--- config.mk ---
export PLATFORM = sky130hd
export DESIGN_NAME = merge_sorter
export DESIGN_NICKNAME = d
export VERILOG_FILES = /design/src/msort_pkg.sv /design/src/msort_ram.sv /design/src/msort_ctrl.sv /design/src/merge_sorter.sv
export SDC_FILE = /design/constraint.sdc
export NUM_CORES = 2
export LEC_CHECK = 0
export BUFFER_PORTS_ARGS = -buffer_cell sky130_fd_sc_hd__buf_2
export CORE_ASPECT_RATIO = 1.5
export CORE_MARGIN = 2
export CORE_UTILIZATION = 55
export CTS_CLUSTER_DIAMETER = 80
export DETAILED_ROUTE_END_ITERATION = 7
export PLACE_DENSITY = 0.75
export SYNTH_ARGS = -nofsm -noshare
export SYNTH_HDL_FRONTEND = slang
export SYNTH_HIERARCHICAL = 1
export SYNTH_SLANG_ARGS = --single-unit
--- constraint.sdc ---
create_clock -name clock -period 34.2 [get_ports clock]
set_input_delay 8.55 -clock clock [delete_from_list [all_inputs] [get_ports clock]]
set_output_delay 8.55 -clock clock [all_outputs]
set_load 0.02 [all_outputs]
--- src/msort_pkg.sv ---
`timescale 1ns / 1ps

package msort_pkg;

   // Widest store address the design supports (a capacity of up to 4096 entries).
   localparam int MAX_AW = 12;

   typedef struct packed {
      logic signed [31:0] value;
      logic               final_item;
   } req_type;

   typedef struct packed {
      logic signed [31:0] sorted_value;
      logic               final_result;
      logic               overflowed;
   } rsp_type;

   // Sequencer states. The load, merge and emit phases are kept in this order.
   typedef enum logic [3:0] {
      ST_LOAD,
      ST_PASS,
      ST_RUN,
      ST_RD_I,
      ST_RD_J,
      ST_MERGE,
      ST_REFILL,
      ST_EMIT_RD,
      ST_EMIT_OUT,
      ST_EMIT_HOLD
   } state_type;

   // Store access request from the sequencer to the two banks.
   typedef struct packed {
      logic              wr_en;
      logic              wr_sel;
      logic [MAX_AW-1:0] wr_addr;
      logic [31:0]       wr_data;
      logic [MAX_AW-1:0] rd_addr;
      logic              rd_sel;
   } mem_req_type;

endpackage

--- src/msort_ram.sv ---
`timescale 1ns / 1ps

module msort_ram #(
   parameter int WIDTH = 32,
   parameter int DEPTH = 64
) (
   input  logic                     clock,
   input  logic                     wr_en,
   input  logic [$clog2(DEPTH)-1:0] wr_addr,
   input  logic [WIDTH-1:0]         wr_data,
   input  logic [$clog2(DEPTH)-1:0] rd_addr,
   output logic [WIDTH-1:0]         rd_data
);

   logic [WIDTH-1:0] mem_ff [DEPTH];
   logic [WIDTH-1:0] rd_data_ff;

   // One write port and one registered read port.
   always_ff @(posedge clock) begin
      if (wr_en) begin
         mem_ff[wr_addr] <= wr_data;
      end
      rd_data_ff <= mem_ff[rd_addr];
   end

   assign rd_data = rd_data_ff;

endmodule

--- src/msort_ctrl.sv ---
`timescale 1ns / 1ps

module msort_ctrl #(
   parameter int CAPACITY = 64
) (
   input  logic                 clock,
   input  logic                 reset,
   input  logic                 req_valid,
   output logic                 req_stall,
   input  msort_pkg::req_type   req_data,
   output logic                 rsp_valid,
   input  logic                 rsp_stall,
   output msort_pkg::rsp_type   rsp_data,
   output msort_pkg::mem_req_type mem_req,
   input  logic [31:0]          rd_data
);
   import msort_pkg::*;

   localparam int AW = $clog2(CAPACITY);
   localparam int CW = $clog2(CAPACITY + 1);
   localparam int PW = CW + 2;
   localparam logic [CW-1:0] CAP_COUNT = CW'(CAPACITY);

   state_type state_ff, state_in;
   logic [CW-1:0] count_ff, count_in;
   logic ovf_ff, ovf_in;
   logic src_ff, src_in;
   logic side_ff, side_in;
   logic [PW-1:0] width_ff, width_in;
   logic [PW-1:0] lo_ff, lo_in;
   logic [PW-1:0] mid_ff, mid_in;
   logic [PW-1:0] hi_ff, hi_in;
   logic [PW-1:0] i_ff, i_in;
   logic [PW-1:0] j_ff, j_in;
   logic [PW-1:0] k_ff, k_in;
   logic signed [31:0] hd_i_ff, hd_i_in;
   logic signed [31:0] hd_j_ff, hd_j_in;
   logic rsp_valid_ff, rsp_valid_in;
   rsp_type rsp_ff, rsp_in;

   logic [PW-1:0] n_pw;
   logic [PW-1:0] mid_calc;
   logic [PW-1:0] hi_calc;
   logic [PW-1:0] rd_pos;
   logic take_i;

   assign n_pw      = PW'(count_ff);
   assign mid_calc  = (lo_ff + width_ff > n_pw) ? n_pw : lo_ff + width_ff;
   assign hi_calc   = (lo_ff + (width_ff << 1) > n_pw) ? n_pw : lo_ff + (width_ff << 1);
   // Left head wins ties, so equal values keep their run order.
   assign take_i    = (i_ff < mid_ff) && ((j_ff >= hi_ff) || (hd_i_ff <= hd_j_ff));

   // State and datapath registers.
   always_ff @(posedge clock) begin
      if (reset) begin
         state_ff     <= ST_LOAD;
         count_ff     <= '0;
         ovf_ff       <= 1'b0;
         rsp_valid_ff <= 1'b0;
         src_ff       <= 1'b0;
      end else begin
         state_ff     <= state_in;
         count_ff     <= count_in;
         ovf_ff       <= ovf_in;
         rsp_valid_ff <= rsp_valid_in;
         src_ff       <= src_in;
      end
      side_ff  <= side_in;
      width_ff <= width_in;
      lo_ff    <= lo_in;
      mid_ff   <= mid_in;
      hi_ff    <= hi_in;
      i_ff     <= i_in;
      j_ff     <= j_in;
      k_ff     <= k_in;
      hd_i_ff  <= hd_i_in;
      hd_j_ff  <= hd_j_in;
      rsp_ff   <= rsp_in;
   end

   // Next state, store accesses and result register.
   always_comb begin
      state_in     = state_ff;
      count_in     = count_ff;
      ovf_in       = ovf_ff;
      src_in       = src_ff;
      side_in      = side_ff;
      width_in     = width_ff;
      lo_in        = lo_ff;
      mid_in       = mid_ff;
      hi_in        = hi_ff;
      i_in         = i_ff;
      j_in         = j_ff;
      k_in         = k_ff;
      hd_i_in      = hd_i_ff;
      hd_j_in      = hd_j_ff;
      rsp_valid_in = rsp_valid_ff;
      rsp_in       = rsp_ff;
      rd_pos       = k_ff;
      req_stall    = 1'b1;
      mem_req      = '0;
      mem_req.rd_sel = src_ff;

      unique case (state_ff)
         ST_LOAD: begin
            // The input is never stalled here, so a valid beat is taken.
            req_stall = 1'b0;
            if (req_valid) begin
               // A beat past capacity is dropped and flags the whole set.
               if (count_ff < CAP_COUNT) begin
                  mem_req.wr_en   = 1'b1;
                  mem_req.wr_sel  = 1'b0;
                  mem_req.wr_addr = MAX_AW'(count_ff[AW-1:0]);
                  mem_req.wr_data = req_data.value;
                  count_in        = count_ff + 1'b1;
               end else begin
                  ovf_in = 1'b1;
               end
               if (req_data.final_item) begin
                  width_in = PW'(1);
                  src_in   = 1'b0;
                  state_in = ST_PASS;
               end
            end
         end

         ST_PASS: begin
            if (width_ff < n_pw) begin
               lo_in    = '0;
               state_in = ST_RUN;
            end else begin
               k_in     = '0;
               state_in = ST_EMIT_RD;
            end
         end

         ST_RUN: begin
            if (lo_ff >= n_pw) begin
               // Pass done: the destination bank becomes the source.
               src_in   = ~src_ff;
               width_in = width_ff << 1;
               state_in = ST_PASS;
            end else begin
               mid_in   = mid_calc;
               hi_in    = hi_calc;
               i_in     = lo_ff;
               j_in     = mid_calc;
               k_in     = lo_ff;
               rd_pos   = lo_ff;
               state_in = ST_RD_I;
            end
         end

         ST_RD_I: begin
            hd_i_in  = rd_data;
            rd_pos   = j_ff;
            state_in = ST_RD_J;
         end

         ST_RD_J: begin
            hd_j_in  = rd_data;
            state_in = ST_MERGE;
         end

         ST_MERGE: begin
            if (k_ff == hi_ff) begin
               lo_in    = lo_ff + (width_ff << 1);
               state_in = ST_RUN;
            end else begin
               mem_req.wr_en   = 1'b1;
               mem_req.wr_sel  = ~src_ff;
               mem_req.wr_addr = MAX_AW'(k_ff[AW-1:0]);
               mem_req.wr_data = take_i ? hd_i_ff : hd_j_ff;
               k_in            = k_ff + 1'b1;
               side_in         = take_i;
               if (take_i) begin
                  i_in   = i_ff + 1'b1;
                  rd_pos = i_ff + 1'b1;
               end else begin
                  j_in   = j_ff + 1'b1;
                  rd_pos = j_ff + 1'b1;
               end
               state_in = ST_REFILL;
            end
         end

         ST_REFILL: begin
            // Reload the head that was just consumed.
            if (side_ff) begin
               hd_i_in = rd_data;
            end else begin
               hd_j_in = rd_data;
            end
            state_in = ST_MERGE;
         end

         ST_EMIT_RD: begin
            rd_pos   = k_ff;
            state_in = ST_EMIT_OUT;
         end

         ST_EMIT_OUT: begin
            rsp_valid_in        = 1'b1;
            rsp_in.sorted_value = rd_data;
            rsp_in.final_result = (k_ff + 1'b1 == n_pw);
            rsp_in.overflowed   = ovf_ff;
            k_in                = k_ff + 1'b1;
            state_in            = ST_EMIT_HOLD;
         end

         ST_EMIT_HOLD: begin
            // Keep reading the next position so it is ready once this beat goes.
            rd_pos = k_ff;
            if (!rsp_stall) begin
               rsp_valid_in = 1'b0;
               if (rsp_ff.final_result) begin
                  count_in = '0;
                  ovf_in   = 1'b0;
                  state_in = ST_LOAD;
               end else begin
                  state_in = ST_EMIT_OUT;
               end
            end
         end

         default: begin
            state_in = ST_LOAD;
         end
      endcase

      mem_req.rd_addr = MAX_AW'(rd_pos[AW-1:0]);
   end

   assign rsp_valid = rsp_valid_ff;
   assign rsp_data  = rsp_ff;

   // The set never holds more than the store can.
   a_count_bound: assert property (@(posedge clock) disable iff (reset)
      count_ff <= CAP_COUNT)
      else $error("loaded count beyond capacity");

   // Merge writes land in the bank that is not being read.
   a_merge_dst: assert property (@(posedge clock) disable iff (reset)
      (state_ff == ST_MERGE && mem_req.wr_en) |-> (mem_req.wr_sel != src_ff))
      else $error("merge write hits source bank");

   // While a run is unfinished, at least one side still has an element.
   a_run_supply: assert property (@(posedge clock) disable iff (reset)
      (state_ff == ST_MERGE && k_ff != hi_ff) |-> (i_ff < mid_ff || j_ff < hi_ff))
      else $error("merge ran out of input");

   // No result is pending once loading of a new set has begun.
   a_idle_output: assert property (@(posedge clock) disable iff (reset)
      state_ff == ST_LOAD |-> !rsp_valid_ff)
      else $error("result pending during load");

   // The last result of a set returns the block to loading when taken.
   a_set_end: assert property (@(posedge clock) disable iff (reset)
      (rsp_valid_ff && !rsp_stall && rsp_ff.final_result) |=>
      (state_ff == ST_LOAD && count_ff == '0))
      else $error("set did not close after last result");

endmodule

--- src/merge_sorter.sv ---
`timescale 1ns / 1ps

// Channel  Direction  Ports                           Beat contents
// req      in         req_valid, req_stall, req_data  value, final_item
// rsp      out        rsp_valid, rsp_stall, rsp_data  sorted_value, final_result, overflowed
//
// Loading accepts one input beat per cycle; the store bank write port sets that.
// After the final beat, ceil(log2 n) merge passes run over the n elements, each reading
// one bank through its single read port and writing the other.
// Results leave one at a time while rsp_stall is low; stalls hold the output.
// req_stall is high from the final beat until the last result has been taken.
// Reset is synchronous and needs no clearing pass; data read from unwritten store places is never used.
module merge_sorter #(
   parameter int CAPACITY = 64
) (
   input  logic               clock,
   input  logic               reset,
   input  logic               req_valid,
   output logic               req_stall,
   input  msort_pkg::req_type req_data,
   output logic               rsp_valid,
   input  logic               rsp_stall,
   output msort_pkg::rsp_type rsp_data
);
   import msort_pkg::*;

   localparam int AW = $clog2(CAPACITY);

   mem_req_type mem_req;
   logic [31:0] rd_data0;
   logic [31:0] rd_data1;
   logic [31:0] rd_data;

   // Sequencer for load, merge passes and emission.
   msort_ctrl #(
      .CAPACITY(CAPACITY)
   ) u_ctrl (
      .clock    (clock),
      .reset    (reset),
      .req_valid(req_valid),
      .req_stall(req_stall),
      .req_data (req_data),
      .rsp_valid(rsp_valid),
      .rsp_stall(rsp_stall),
      .rsp_data (rsp_data),
      .mem_req  (mem_req),
      .rd_data  (rd_data)
   );

   // Two banks swap roles of source and destination on every pass.
   msort_ram #(
      .WIDTH(32),
      .DEPTH(CAPACITY)
   ) u_bank0 (
      .clock  (clock),
      .wr_en  (mem_req.wr_en && !mem_req.wr_sel),
      .wr_addr(mem_req.wr_addr[AW-1:0]),
      .wr_data(mem_req.wr_data),
      .rd_addr(mem_req.rd_addr[AW-1:0]),
      .rd_data(rd_data0)
   );

   msort_ram #(
      .WIDTH(32),
      .DEPTH(CAPACITY)
   ) u_bank1 (
      .clock  (clock),
      .wr_en  (mem_req.wr_en && mem_req.wr_sel),
      .wr_addr(mem_req.wr_addr[AW-1:0]),
      .wr_data(mem_req.wr_data),
      .rd_addr(mem_req.rd_addr[AW-1:0]),
      .rd_data(rd_data1)
   );

   // Source bank read data back to the sequencer.
   assign rd_data = mem_req.rd_sel ? rd_data1 : rd_data0;

endmodule
==> impl_metrics.tcl <==
set metrics [dict create \
    drv_cap 4 \
    fill_cells 19700 \
    holdBufCountCts 0 \
    cts_tree "yes" \
    postCtsSetupRepairBufs 0 \
    finalSetupViolCount 0 \
    hp-class "reg2reg" \
    syn_area_sq_um 168000 \
    worstPathArrival_ps 13110 \
    fin_area_sq_um 186000 \
    grt_pass1_vias 82400 \
    cts.clk_slew.worst_paths_ps 70 \
    cts_resized 0 \
    place.gp.congestion 0.938 \
    mostFrequentLayoutCells "4257 x edfxtp_1, 1088 x mux4_2, 375 x clkbuf_16, 223 x mux2i_1, 202 x buf_4" \
    slew_headroom_pct -5.14 \
    ant_nets 0 \
    whs_ps 461 \
    final.setup.tns_ps 0 \
    drt_wl_total_mm 427 \
    worst-setup-path-type "in2reg" \
    peakVddDrop_uv 54.0 \
    fp.coreArea_sq_um 304000 \
    path_delay_family "simple AND/OR/NAND/NOR gates" \
    fin_crit_sh_pct 36.9 \
    violations "capacitance limit, slew limit" \
    crit_required_ps 34690 \
    final-hold-violation-count 0 \
    place_hpwl_mm 255 \
    cts_made_buffers 367 \
    grt_max_degree 116 \
    layout_commonest_cell "edfxtp_1" \
    dr.pass1.iters 8 \
    crit_chain "buf_2 > nand2_1 > nor2_4 > buf_4 > a22o_1 > nand3_1 > nor2_4" \
    drive_above_1_share_pct 26.2 \
    antenna_found_initial 12 \
    crit_path_start_kind "input port" \
    drcViolationCount 0 \
    die_h_um 680 \
    powerDensity_nw_per_um2 73.4 \
    crit_fanout 32 \
    status "complete, but fails checks" \
    dr.first_iter.drc_count 10000 \
    clk_path_buf_depth 4 \
    cts.htree.levels 5 \
    initial_core_util_pct 55.2 \
    syn_inst 7610 \
    clock-skew-final_ps 48.1 \
    rsz0062_at_grt "no" \
    clock_latency_ps 890 \
    die_width_um 455 \
    critPathBufInv 2 \
    clockRootBuffer "clkbuf_16" \
    yosysWarnings 6 \
    drv_slew 6 \
    grt_pass1_wl_mm 607 \
    p_leak_nw 58.6 \
    die_area_sq_um 310000 \
    wire_per_inst_um 35.1 \
    syn2layout_area_growth_pct 11.0 \
    num_vias 81600 \
    grt_usage_pct 27.7 \
    via_per_inst 6.70 \
    cp_slowest_stage_delay_ps 1340 \
    place_area_sq_um 174000 \
    path_common_cell "nor2_4" \
    syn-mean-instance-area_sq_um 22.0 \
    io_pins 73 \
    fin_crit_ps 12620 \
    overflow 0 \
    rows 248 \
    worstSetupEndpointType "flip-flop" \
    tightestPinTransition_ps 1580 \
    fmax_mhz 79.2 \
    cp_slowest_cell "nor2_4" \
    fin_nets 7992 \
    portBuffers 72 \
    clock-sinks 4335 \
]
-- final timing paths --
kind,start,endpoint,slack [ps],cells after the start
setup / recovery,req_valid,u_bank1/mem_ff[59][11],21580,7
hold / removal,u_ctrl/ovf_ff,u_ctrl/rsp_data[0],460,0
setup reg to reg,u_ctrl/count_ff[1],u_bank0/rd_data[29],24830,18
hold reg to reg,u_ctrl/ovf_ff,u_ctrl/rsp_data[0],460,0
-- where the power goes --
part | switching [mW] | internal, mW
Combinational | 2.09 | 1.15
Clock | 1.86 | 2.34
Sequential | 0.0736 | 6.15
-- layer usage --
| metal | track usage (%) | part of all wire [%] |
|---|---|---|
| met4 | 18.2 | 7.9 |
| met1 | 34.3 | 34 |
| met2 | 45.2 | 50 |
| met3 | 4.62 | 8.6 |
| met5 | 0 | 0.0080 |
-- sequential cells by signal, indices dropped and copies added, names as in the netlist, 4 cells and up --
name / flops
u_ctrl/state_ff: 4
u_ctrl/lo_ff: 8
u_ctrl/hd_i_ff: 32
u_ctrl/j_ff: 9
u_bank0/rd_data: 32
u_bank1/mem_ff: 2048
u_ctrl/width_ff: 9
u_ctrl/k_ff: 9
u_ctrl/rsp_data: 34
u_bank1/rd_data: 32
u_ctrl/count_ff: 7
u_ctrl/hi_ff: 9
u_ctrl/i_ff: 9
u_bank0/mem_ff: 2048
u_ctrl/hd_j_ff: 32
u_ctrl/mid_ff: 9
-- metrics by stage --
stage	setup WS, ps	total power [mW]	utilization (%)	std cells
after detailed placement	20910	9.50	57.4	11500
after global placement	20970	9.44	57.4	11500
final	21580	13.7	61.3	12200
after CTS	21840	13.7	61.3	12200
after floorplan	20520	8.29	-	7613
after global routing	21650	14.0	61.3	12200
-- cell type report --
cell class,count,area [sq um],share of cell area (%)
inverters,73,277,0.148
multi-input cells,2801,37500,20.2
diodes,16,40.0,0.0215
flip-flops and latches,4335,129000,69.5
clock inverters,220,2210,1.18
well taps,4000,5000,2.69
repair buffers,283,2060,1.10
clock buffers,445,9720,5.22
Power figures use the tool's default switching activity.
